**src/design/lrupr_pkg.sv**
```systemverilog
package lrupr_pkg;

    localparam int CFG_BITS   = 3;
    localparam int FAULT_BITS = 32;
    localparam int FIDX_BITS  = 2;
    localparam int ACT_BITS   = 8;

    localparam logic [CFG_BITS-1:0] CFG_RESET = 3'd4;

    typedef enum logic [1:0] {
        ST_IDLE,
        ST_SCAN,
        ST_COMMIT
    } t_state;

    typedef struct packed {
        logic load;
        logic scan;
        logic commit;
    } t_ctrl_cmd;

    typedef struct packed {
        logic scan_done;
    } t_ctrl_sts;

endpackage

```
**src/design/lrupr_ctrl.sv**
```systemverilog
module lrupr_ctrl
    import lrupr_pkg::*;
(
    input  logic      i_clk,
    input  logic      i_rst_n,
    input  logic      i_start,
    input  t_ctrl_sts i_sts,
    output t_ctrl_cmd o_cmd,
    output logic      o_busy
);

    t_state r_state;
    t_state n_state;

    always_ff @(posedge i_clk) begin
        if (!i_rst_n) begin
            r_state <= ST_IDLE;
        end else begin
            r_state <= n_state;
        end
    end

    always_comb begin
        n_state = r_state;
        o_cmd   = '0;
        o_busy  = 1'b1;
        unique case (r_state)
            ST_IDLE: begin
                o_busy = 1'b0;
                if (i_start) begin
                    o_cmd.load = 1'b1;
                    n_state    = ST_SCAN;
                end
            end
            ST_SCAN: begin
                o_cmd.scan = 1'b1;
                if (i_sts.scan_done) begin
                    n_state = ST_COMMIT;
                end
            end
            ST_COMMIT: begin
                o_cmd.commit = 1'b1;
                n_state      = ST_IDLE;
            end
            default: begin
                n_state = ST_IDLE;
            end
        endcase
    end

endmodule

```
**src/design/lrupr_dpath.sv**
```systemverilog
module lrupr_dpath
    import lrupr_pkg::*;
#(
    parameter int FRAMES     = 4,
    parameter int PAGE_BITS  = 16,
    parameter int STAMP_BITS = 32
) (
    input  logic                  i_clk,
    input  logic                  i_rst_n,
    input  t_ctrl_cmd             i_cmd,
    output t_ctrl_sts             o_sts,
    input  logic [PAGE_BITS-1:0]  i_page_number,
    input  logic                  i_cfg_valid,
    input  logic [CFG_BITS-1:0]   i_cfg_data,
    output logic                  o_result_valid,
    output logic                  o_was_hit,
    output logic [FIDX_BITS-1:0]  o_frame_index,
    output logic                  o_evicted_valid,
    output logic [PAGE_BITS-1:0]  o_evicted_page,
    output logic [FAULT_BITS-1:0] o_fault_total,
    output logic                  o_stamp_overflow
);

    localparam int IDX_W = (FRAMES > 1) ? $clog2(FRAMES) : 1;
    localparam int CNT_W = $clog2(FRAMES + 1);

    logic [CFG_BITS-1:0]   r_cfg;
    logic [FRAMES-1:0]     r_frame_valid;
    logic [PAGE_BITS-1:0]  page_mem [FRAMES];
    logic [STAMP_BITS-1:0] stamp_mem [FRAMES];

    logic [PAGE_BITS-1:0]  r_page;
    logic [CNT_W-1:0]      r_rd_idx;
    logic                  r_cmp_vld;
    logic [IDX_W-1:0]      r_cmp_idx;
    logic [PAGE_BITS-1:0]  r_rd_page;
    logic [STAMP_BITS-1:0] r_rd_stamp;

    logic                  r_hit;
    logic [IDX_W-1:0]      r_hit_idx;
    logic                  r_empty;
    logic [IDX_W-1:0]      r_empty_idx;
    logic                  r_min_set;
    logic [IDX_W-1:0]      r_min_idx;
    logic [STAMP_BITS-1:0] r_min_stamp;
    logic [PAGE_BITS-1:0]  r_min_page;

    logic [STAMP_BITS-1:0] r_use_counter;
    logic [FAULT_BITS-1:0] r_fault_count;
    logic                  r_overflow;
    logic                  r_result_valid_q;

    logic [ACT_BITS-1:0]   cfg_ext;
    logic [ACT_BITS-1:0]   act;
    logic [IDX_W-1:0]      last_idx;
    logic                  rd_en;
    logic                  cmp_valid_bit;
    logic [IDX_W-1:0]      pos;
    logic [IDX_W+1:0]      pos_ext;
    logic                  evict;
    logic [STAMP_BITS-1:0] n_stamp;
    logic                  n_overflow;
    logic [FAULT_BITS-1:0] n_fault;

    // active frame count, clamped to 1..FRAMES
    always_comb begin
        cfg_ext = ACT_BITS'(r_cfg);
        if (r_cfg == '0) begin
            act = ACT_BITS'(1);
        end else if (cfg_ext > ACT_BITS'(FRAMES)) begin
            act = ACT_BITS'(FRAMES);
        end else begin
            act = cfg_ext;
        end
        last_idx = IDX_W'(act - ACT_BITS'(1));
    end

    assign rd_en         = i_cmd.scan && (r_rd_idx <= CNT_W'(last_idx));
    assign cmp_valid_bit = r_frame_valid[r_cmp_idx];
    assign o_sts.scan_done = r_cmp_vld && (r_cmp_idx == last_idx);

    always_comb begin
        evict = 1'b0;
        if (r_hit) begin
            pos = r_hit_idx;
        end else if (r_empty) begin
            pos = r_empty_idx;
        end else begin
            pos   = r_min_idx;
            evict = 1'b1;
        end
        pos_ext = {2'b00, pos};

        n_overflow = r_overflow;
        if (r_use_counter == '1) begin
            n_stamp    = r_use_counter;
            n_overflow = 1'b1;
        end else begin
            n_stamp = r_use_counter + STAMP_BITS'(1);
            if (n_stamp == '1) begin
                n_overflow = 1'b1;
            end
        end

        n_fault = r_fault_count;
        if (!r_hit && (r_fault_count != '1)) begin
            n_fault = r_fault_count + FAULT_BITS'(1);
        end
    end

    // frame memories
    always_ff @(posedge i_clk) begin
        if (rd_en) begin
            r_rd_page  <= page_mem[r_rd_idx[IDX_W-1:0]];
            r_rd_stamp <= stamp_mem[r_rd_idx[IDX_W-1:0]];
        end
        if (i_cmd.commit) begin
            stamp_mem[pos] <= n_stamp;
            if (!r_hit) begin
                page_mem[pos] <= r_page;
            end
        end
    end

    // scan pipeline and search flags
    always_ff @(posedge i_clk) begin
        if (!i_rst_n) begin
            r_rd_idx  <= '0;
            r_cmp_vld <= 1'b0;
            r_hit     <= 1'b0;
            r_empty   <= 1'b0;
            r_min_set <= 1'b0;
        end else if (i_cmd.load) begin
            r_rd_idx  <= '0;
            r_cmp_vld <= 1'b0;
            r_hit     <= 1'b0;
            r_empty   <= 1'b0;
            r_min_set <= 1'b0;
        end else begin
            r_cmp_vld <= rd_en;
            if (rd_en) begin
                r_rd_idx <= r_rd_idx + CNT_W'(1);
            end
            if (r_cmp_vld) begin
                if (cmp_valid_bit && (r_rd_page == r_page) && !r_hit) begin
                    r_hit <= 1'b1;
                end
                if (!cmp_valid_bit && !r_empty) begin
                    r_empty <= 1'b1;
                end
                if (cmp_valid_bit && (!r_min_set || (r_rd_stamp < r_min_stamp))) begin
                    r_min_set <= 1'b1;
                end
            end
        end
    end

    always_ff @(posedge i_clk) begin
        if (i_cmd.load) begin
            r_page <= i_page_number;
        end
        if (rd_en) begin
            r_cmp_idx <= r_rd_idx[IDX_W-1:0];
        end
        if (r_cmp_vld && !i_cmd.load) begin
            if (cmp_valid_bit && (r_rd_page == r_page) && !r_hit) begin
                r_hit_idx <= r_cmp_idx;
            end
            if (!cmp_valid_bit && !r_empty) begin
                r_empty_idx <= r_cmp_idx;
            end
            if (cmp_valid_bit && (!r_min_set || (r_rd_stamp < r_min_stamp))) begin
                r_min_idx   <= r_cmp_idx;
                r_min_stamp <= r_rd_stamp;
                r_min_page  <= r_rd_page;
            end
        end
    end

    // config, frame valid bits, counters
    always_ff @(posedge i_clk) begin
        if (!i_rst_n) begin
            r_cfg          <= CFG_RESET;
            r_frame_valid  <= '0;
            r_use_counter  <= '0;
            r_fault_count  <= '0;
            r_overflow     <= 1'b0;
            r_result_valid_q <= 1'b0;
        end else begin
            r_result_valid_q <= i_cmd.commit;
            if (i_cfg_valid) begin
                r_cfg <= i_cfg_data;
            end
            if (i_cmd.commit) begin
                r_frame_valid[pos] <= 1'b1;
                r_use_counter      <= n_stamp;
                r_fault_count      <= n_fault;
                r_overflow         <= n_overflow;
            end
        end
    end

    // result registers
    always_ff @(posedge i_clk) begin
        if (i_cmd.commit) begin
            o_was_hit        <= r_hit;
            o_frame_index    <= pos_ext[FIDX_BITS-1:0];
            o_evicted_valid  <= evict;
            o_evicted_page   <= evict ? r_min_page : '0;
            o_fault_total    <= n_fault;
            o_stamp_overflow <= n_overflow;
        end
    end

    assign o_result_valid = r_result_valid_q;

endmodule

```
**src/design/lru_page_replacement_core.sv**
```systemverilog
// one page reference per transaction, one result per transaction
// throughput: one reference at a time, start is taken only while busy is low;
// the scan reads one frame per cycle over the active frames, which is the
// configured frame count (i_cfg_data) clamped to 1..FRAMES
// synchronous active-low reset empties all frames, clears counters, sets 4 frames
// the result strobe lasts one cycle; the receiver cannot stall
module lru_page_replacement_core
    import lrupr_pkg::*;
#(
    parameter int FRAMES     = 4,
    parameter int PAGE_BITS  = 16,
    parameter int STAMP_BITS = 32
) (
    input  logic                  i_clk,
    input  logic                  i_rst_n,
    input  logic                  start,
    output logic                  busy,
    input  logic [PAGE_BITS-1:0]  i_page_number,
    input  logic                  i_cfg_valid,
    output logic                  o_cfg_ready,
    input  logic [CFG_BITS-1:0]   i_cfg_data,
    output logic                  o_result_valid,
    output logic                  o_was_hit,
    output logic [FIDX_BITS-1:0]  o_frame_index,
    output logic                  o_evicted_valid,
    output logic [PAGE_BITS-1:0]  o_evicted_page,
    output logic [FAULT_BITS-1:0] o_fault_total,
    output logic                  o_stamp_overflow
);

    t_ctrl_cmd cmd;
    t_ctrl_sts sts;

    assign o_cfg_ready = 1'b1;

    lrupr_ctrl u_ctrl (
        .i_clk   (i_clk),
        .i_rst_n (i_rst_n),
        .i_start (start),
        .i_sts   (sts),
        .o_cmd   (cmd),
        .o_busy  (busy)
    );

    lrupr_dpath #(
        .FRAMES     (FRAMES),
        .PAGE_BITS  (PAGE_BITS),
        .STAMP_BITS (STAMP_BITS)
    ) u_dpath (
        .i_clk            (i_clk),
        .i_rst_n          (i_rst_n),
        .i_cmd            (cmd),
        .o_sts            (sts),
        .i_page_number    (i_page_number),
        .i_cfg_valid      (i_cfg_valid),
        .i_cfg_data       (i_cfg_data),
        .o_result_valid   (o_result_valid),
        .o_was_hit        (o_was_hit),
        .o_frame_index    (o_frame_index),
        .o_evicted_valid  (o_evicted_valid),
        .o_evicted_page   (o_evicted_page),
        .o_fault_total    (o_fault_total),
        .o_stamp_overflow (o_stamp_overflow)
    );

endmodule

```
**config.mk**
```make
export PLATFORM = sky130hd
export DESIGN_NAME = lru_page_replacement_core
export DESIGN_NICKNAME = d
export VERILOG_FILES = /design/src/design/lrupr_pkg.sv /design/src/design/lrupr_ctrl.sv /design/src/design/lrupr_dpath.sv /design/src/design/lru_page_replacement_core.sv
export SDC_FILE = /design/constraint.sdc
export NUM_CORES = 1
export LEC_CHECK = 0
export BUFFER_PORTS_ARGS = -buffer_cell sky130_fd_sc_hd__buf_2
export CORE_MARGIN = 2
export CORE_UTILIZATION = 66
export DETAILED_ROUTE_END_ITERATION = 7
export GPL_TIMING_DRIVEN = 0
export PLACE_DENSITY = 0.81
export SETUP_SLACK_MARGIN = 0.05
export SLEW_MARGIN = 10
export SYNTH_ARGS = -nofsm -noshare
export SYNTH_HDL_FRONTEND = slang
export SYNTH_HIERARCHICAL = 1
export SYNTH_SLANG_ARGS = --single-unit
```
**constraint.sdc**
```tcl
create_clock -name i_clk -period 12.05 [get_ports i_clk]
set_input_delay 1.205 -clock i_clk [delete_from_list [all_inputs] [get_ports i_clk]]
set_output_delay 1.205 -clock i_clk [all_outputs]
set_load 0.02 [all_outputs]
```
==> impl_metrics.toml, run 1 <==
[run_status]
outcome = "finished clean"

[global_route]
grt_pass1_vias = 11093
antenna_found_initial = 0
track_usage_pct = 27.4
grt_first_pass_wirelength_mm = 60.8
grt.overflow.total = 0
grt_max_degree = 55

[timing]
rsz0062_at_grt = "false"
finalClockSkew_ns = 0.0190
slew_viol_final = 0
max_freq_ghz = 0.233
hold_viol = 0
layout_min_cycle_time_ns = 4.30
finalSetupTns_ns = 0
tightest_slew_ns = 1.11
max_slew_margin_pct = 25.7
setup-violations-final = 0
finalCritPeriodShare_pct = 35.6

[finish]
area_growth_pct = 13.6
final_cells = 1807
fill_cells = 1591
fin_nets = 1454
layout-drive-gt1-share_pct = 17.3
multi_input_area_mm2 = 0.00549
regArea_mm2 = 0.0126
finalCoreUtilization_pct = 75.9
antenna_cells = 0

[worst_setup_path]
reg2reg_to = "u_dpath/page_mem[1][5]"
worstPathArrival_ns = 4.54
worstSetupPathType = "flip-flop to flip-flop"
worstPathRequired_ns = 12.29
regToRegSetupSlack_ns = 7.75
end_kind = "flip-flop"
r2r-start = "u_ctrl/r_state[1]"
r2r_cells = 6
start_kind = "flip-flop"
crit_fanout = 54

[synth]
synth_top_family_by_area = "simple AND/OR/NAND/NOR gates"
synth-seq-cells = 447
synthTopCellsByArea = "edfxtp_1 59%, dfxtp_1 8.9%, mux4_2 6.0%"
synth_top_cell_by_area = "edfxtp_1"
synth-main-ff-cell = "edfxtp_1"
synth_simple_gate_area_share_pct = 11.2
synthAdderAreaFrac_pct = 2.51
synth_nets = 1319
ys_async_sr_fraction_pct = 0
synthMuxAreaShare_pct = 6.87
ys_seq_area_share_pct = 68.2
synth_xor_xnor_area_share_pct = 5.22
synth.distinct_cells = 65
synth_top_area_share_pct = 59.4
yosysWarningCount = 6
syn_avg_cell_area_um2 = 14.7
synth_area_mm2 = 0.0185
synth_compound_area_share_pct = 3.58
synth_cells = 1259
synth_edf_count = 365

[drt]
drc = 0
ant_nets = 0
routed_via_density = 6.14
routed_wl_mm = 39.3
wl_per_cell_um = 21.7
vias = 11088
dr.pass1.iters = 5
drt_iter0_markers = 1076

[place]
io_buffers = 77
dp.final_hpwl_mm = 25.5
gpl.final_weighted_congestion = 0.893
dpl.cell_count = 1727

[clock_network]
cts_tree = "yes"
postCtsSetupBuffers = 0
cts-htree-levels = 2
cts_buffers = 43
cts_sinks = 447
insertion_delay_ns = 0.54
clockBufferDepth = 3
ctsRootBufferMaster = "clkbuf_16"
cts_hold_buf = 0
path_clk_slew_ns = 0.07
cts_resized = 0

[pwr]
p_per_area_mw_per_mm2 = 147
p_leak_nw = 7.27
total_power_mw = 3.09
peakVddDrop_uv = 102

[worst_hold_path]
whs_path_depth = 0
min-delay-start = "u_dpath/r_rd_stamp[0]"
hp-class = "flip-flop to flip-flop"
min_to = "u_dpath/r_min_stamp[0]"

[floorplan]
start_util_pct = 66.8
io_pins = 79
die_y_um = 171
core-area_mm2 = 0.0276
row_count = 61
dieArea_mm2 = 0.0293
die_x_um = 171

[run]
maxCapViolCount = 0
-- layout by cell type, fill, tap and decap left out, drive strengths merged, types with 11 or more instances in the layout --
master	n
a21oi	22
edfxtp	365
xnor2	58
a31oi	13
nand2	67
dfxtp	82
nor4	11
nand4	43
xor2	52
mux2i	12
mux4	49
nand3	40
buf	110
nor2	103
and3	19
nor3	27
clkbuf	106
ha	37
and4	11
o21ai	19
and2	25
inv	51
-- report_power, final --
part | internal, mW | switching (mW) | total (mW)
clock network | 0.756 | 0.554 | 1.31
logic | 0.0354 | 0.0488 | 0.0841
registers | 1.68 | 0.0147 | 1.69
-- cell usage after synthesis (all sizes together), types with 7 or more instances --
cell type,n
xor2,52
mux2i,12
a21o,8
xnor2,58
nor2,103
o21ai,19
ha,37
a31oi,13
buf,20
nand2,67
clkbuf,41
and4,11
a21oi,22
a211oi,10
a311oi,10
dfxtp,82
and2,25
edfxtp,365
nor4,11
nor3,27
mux4,49
and3,19
nand2b,7
inv,48
nand3,40
nand4,43
-- registers in the layout (all words and copies together), names as in the netlist, 3 cells and up --
signal	cells
u_dpath/stamp_mem	128
u_dpath/page_mem	64
u_dpath/o_fault_total	32
u_dpath/r_fault_count	32
u_dpath/r_min_stamp	32
u_dpath/r_rd_stamp	32
u_dpath/r_use_counter	32
u_dpath/o_evicted_page	16
u_dpath/r_min_page	16
u_dpath/r_page	16
u_dpath/r_rd_page	16
u_dpath/r_frame_valid	4
u_dpath/r_cfg	3
u_dpath/r_rd_idx	3
-- cell type report --
type / count / area share [%]
sequential: 447 / 60.1
buffer: 61 / 1.20
multi-input combinational: 702 / 26.2
timing repair buffer: 90 / 2.83
tap: 378 / 2.25
inverter: 49 / 0.877
clock inverter: 15 / 0.674
clock buffer: 65 / 5.90
-- per-stage QoR --
| step | instance area, µm² | setup slack, ns | hold WS [ns] |
|---|---|---|---|
| finish | 21000 | 7.75 | 0.444 |
| global route | 21000 | 7.57 | 0.465 |
| CTS | 21000 | 7.48 | 0.449 |
| detailed placement | 19600 | 7.55 | 0.433 |
| global placement | 19300 | 3.50 | 0.433 |
| floorplan | 18500 | 6.10 | 0.417 |
-- worst max path at each step --
| stage | from | endpoint | slack, ns | cells past startpoint |
|---|---|---|---|---|
| after detailed placement | u_ctrl/r_state[1] | u_dpath/page_mem[1][3] | 7.55 | 6 |
| after CTS | u_ctrl/r_state[1] | u_dpath/page_mem[1][2] | 7.48 | 6 |
| final | u_ctrl/r_state[1] | u_dpath/page_mem[1][5] | 7.75 | 6 |
| after global placement | start | u_dpath/r_min_page[3] | 3.50 | 6 |
| after floorplan | start | u_dpath/r_min_idx[0] | 6.10 | 5 |
| after global routing | u_ctrl/r_state[1] | u_dpath/page_mem[1][3] | 7.57 | 6 |
-- critical path, cell delays in order, from the launching register on --
cell and delay, ns:
dfxtp_1 0.46, and2b_4 0.72, clkbuf_1 0.56, clkinv_1 0.68
or2_2 0.59, nor3_2 0.59, buf_4 0.33
-- logic make-up after synthesis --
family / after synthesis
other: 1
AND/OR/NAND/NOR: 390
flip-flops: 447
multiplexers: 65
XOR/XNOR: 110
buffers and inverters: 110
adder cells (fa/ha/maj): 37
AO/OA/AOI/OAI: 99
-- per-layer routing --
| metal | part of all wire, % | global-route usage, % |
|---|---|---|
| met5 | 0 | 0 |
| met4 | 3.6 | 11.1 |
| met3 | 7.1 | 4.83 |
| met2 | 50 | 45.6 |
| met1 | 40 | 36.1 |
Power figures use the tool's default switching activity.
==> run 2: changes to the inputs <==
--- a/config.mk
+++ b/config.mk
@@ -7,10 +7,10 @@
 export LEC_CHECK = 0
 export BUFFER_PORTS_ARGS = -buffer_cell sky130_fd_sc_hd__buf_2
 export CORE_MARGIN = 2
-export CORE_UTILIZATION = 66
+export CORE_UTILIZATION = 55
 export DETAILED_ROUTE_END_ITERATION = 7
 export GPL_TIMING_DRIVEN = 0
-export PLACE_DENSITY = 0.81
+export PLACE_DENSITY = 0.71
 export SETUP_SLACK_MARGIN = 0.05
 export SLEW_MARGIN = 10
 export SYNTH_ARGS = -nofsm -noshare
==> constraint.sdc (replaced) <==
create_clock -name i_clk -period 3.5 [get_ports i_clk]
set_input_delay 0.35 -clock i_clk [delete_from_list [all_inputs] [get_ports i_clk]]
set_output_delay 0.35 -clock i_clk [all_outputs]
set_load 0.02 [all_outputs]
==> run 2 against run 1 <==
Compared with the run above: clock power rose to 3.8 times the previous value; die area grew 20%; critical path depth is 3 higher; hold slack worse by 0.39 ns; register-to-register slack lost 7.5 ns; sequential power increased to 3.4 times the previous value; clock skew about the same; sequential cell count stayed put; routed wire length decreased by 0.20%; non-clock buffer count up 32.
==> impl_metrics.toml, run 2 (synthesis gave the netlist of run 1 again) <==
[floorplan]
die_x_um = 187
die_y_um = 187
dieArea_mm2 = 0.0351
row_count = 67
io_pins = 79
start_util_pct = 55.5
core-area_mm2 = 0.0333

[worst_setup_path]
crit_fanout = 16
crit_family = "compound AO/OA/AOI/OAI gates"
cpPeakStageDelay_ns = 0.60
crit_slowest_cell = "a211oi_4"
regToRegSetupSlack_ns = 0.29
cp_common_cell = "buf_8"
path_cells = "ha_1 -> a21o_1 -> a31oi_1 -> o21ai_0 -> a211o_1 -> a221o_1 -> a211oi_4 -> buf_8 -> buf_8"
start_kind = "flip-flop"
end_kind = "flip-flop"
path_buf_inv = 2
reg2reg_to = "u_dpath/r_min_page[7]"
worstPathArrival_ns = 3.45
worstPathRequired_ns = 3.74
worstSetupPathType = "flip-flop to flip-flop"
r2r-start = "u_dpath/r_rd_stamp[5]"
r2r_cells = 9

[drt]
wl_per_cell_um = 20.4
routed_wl_mm = 39.2
drt_iter0_markers = 924
ant_nets = 0
dr.pass1.iters = 7
drc = 0
routed_via_density = 5.76
vias = 11056

[finish]
layout_commonest_cell = "edfxtp_1"
largest_reg_flops = 128
top_regs = "u_dpath/stamp_mem x128, u_dpath/page_mem x64"
layout_common_cells = "365 x edfxtp_1, 97 x nor2_1, 86 x buf_2, 82 x dfxtp_1, 66 x nand2_1"
fin_nets = 1494
top_register = "u_dpath/stamp_mem"
finalCoreUtilization_pct = 65.1
area_growth_pct = 17.3
layout-drive-gt1-share_pct = 19.5
fill_cells = 2343
antenna_cells = 0

[pwr]
p_int_mw = 8.94
total_power_mw = 11.1
p_per_area_mw_per_mm2 = 514
power_frac_comb_pct = 2.9
peakVddDrop_uv = 347
p_leak_nw = 7.58
clkPwrFrac_pct = 44.7
p_sw_share_pct = 19.7
switching_power_mw = 2.19
seq_power_share_pct = 52.4

[worst_hold_path]
whs_path_depth = 3
min_to = "u_dpath/r_cfg[1]"
hp-class = "input pin to flip-flop"
min-delay-start = "i_cfg_data[1]"

[clock_network]
cts-htree-levels = 2
insertion_delay_ns = 0.55
clockBufferDepth = 3
cts_buffers = 46
path_clk_slew_ns = 0.06
cts_sinks = 447
cts_tree = "yes"
ctsRootBufferMaster = "clkbuf_16"

[run_status]
outcome = "finished clean"

[global_route]
antenna_found_initial = 1
grt.overflow.total = 0
grt_first_pass_wirelength_mm = 61.3
track_usage_pct = 22.7
grt_max_degree = 28
grt_pass1_vias = 10921

[timing]
max_freq_ghz = 0.311
tightest_slew_ns = 1.15
finalCritPeriodShare_pct = 91.8
setup-violations-final = 0
hold_viol = 0
finalClockSkew_ns = 0.0190
layout_min_cycle_time_ns = 3.21
slew_viol_final = 0
max_slew_margin_pct = 23.2
rsz0062_at_grt = "false"

[run]
maxCapViolCount = 0

[place]
gpl.final_weighted_congestion = 0.895
dp.final_hpwl_mm = 24.7
io_buffers = 77
==> run 2: cell count changes in the layout (fill, tap and decap cells not counted), moves of 3 or more <==
cell / change
inv_6: -3
clkbuf_1: -18
clkbuf_16: +6
nor3_2: -4
clkbuf_8: -6
clkinv_2: +6
buf_4: +20
bufinv_16: +4
clkinv_1: +8
clkbuf_2: +3
nor3_4: +4
dlygate4sd3_1: +17
clkinvlp_4: +5
buf_6: -3
==> run 2: cell type report <==
class                      instances  area [µm²]  share of cell area [%]
sequential                       447       12600                    58.2
multi-input combinational        704        5560                    25.7
clock buffer                      53        1260                    5.82
timing repair buffer             124         888                    4.10
tap                              448         561                    2.59
clock inverter                    32         308                    1.42
buffer                            59         259                    1.20
inverter                          49         191                   0.884
timing repair inverter             3        22.5                   0.104
==> run 2: repair_timing <==
action	4_1_cts	5_1_grt
resized for setup	14	9
hold endpoints to repair	17	0
endpoints found under the setup margin	354	107
hold buffers	17	0
pin swaps	3	1
gates cloned	5	0
buffers inserted	17	2
==> run 2: stage by stage <==
stage | hold WS, ns | worst slack [ns] | cell area [µm²] | std cells | setup TNS [ns]
detailed placement | 0.438 | -1.24 | 19700 | 1795 | -167.25
global placement | 0.427 | -2.35 | 19400 | 1784 | -452.43
CTS | 0.0363 | 0.0585 | 21600 | 1918 | 0
floorplan | 0.417 | -0.351 | 18500 | 1259 | -26.10
finish | 0.0566 | 0.288 | 21700 | 1919 | 0
global route | 0.0308 | 0.0630 | 21700 | 1919 | 0
==> run 2: layer usage <==
| layer | vias up | track usage (%) | wire length [µm] |
|---|---|---|---|
| met5 | - | 0 | 0 |
| met4 | 0 | 7.33 | 943 |
| met3 | 71 | 3.55 | 2220 |
| met2 | 361 | 37.0 | 19100 |
| met1 | 5536 | 31.5 | 16900 |
| li1 | 5088 | - | - |
==> run 2: worst reg2reg max path: stages (launching register included) <==
cell and delay [ns]:
edfxtp_1 0.40, ha_1 0.35, a21o_1 0.17, a31oi_1 0.12, o21ai_0 0.11, a211o_1 0.30, a221o_1 0.42, a211oi_4 0.60
buf_8 0.25, buf_8 0.19
==> run 2: worst max-delay path by stage <==
stage                     startpoint                       to  slack, ns  depth (start not counted)
2_1_floorplan      u_ctrl/r_state[1]  u_dpath/stamp_mem[0][0]      -0.35                          5
5_1_grt        u_dpath/r_rd_stamp[5]   u_dpath/r_min_stamp[1]       0.06                          9
3_3_place_gp       u_ctrl/r_state[1]  u_dpath/stamp_mem[0][5]      -2.35                          5
3_5_place_dp     u_dpath/r_rd_idx[0]    u_dpath/r_rd_stamp[5]      -1.24                          9
4_1_cts            u_ctrl/r_state[1]  u_dpath/page_mem[0][12]       0.06                          6
6_report       u_dpath/r_rd_stamp[5]    u_dpath/r_min_page[7]       0.29                          9
==> run 2: power by group through the flow <==
stage               registers [mW]  clock network, mW  logic (mW)
CTS                           5.83               5.08       0.327
global placement              5.94                  0       0.275
finish                        5.83               4.97       0.324
global route                  5.83               5.28       0.352
floorplan                     5.92                  0       0.194
detailed placement            5.94                  0       0.284
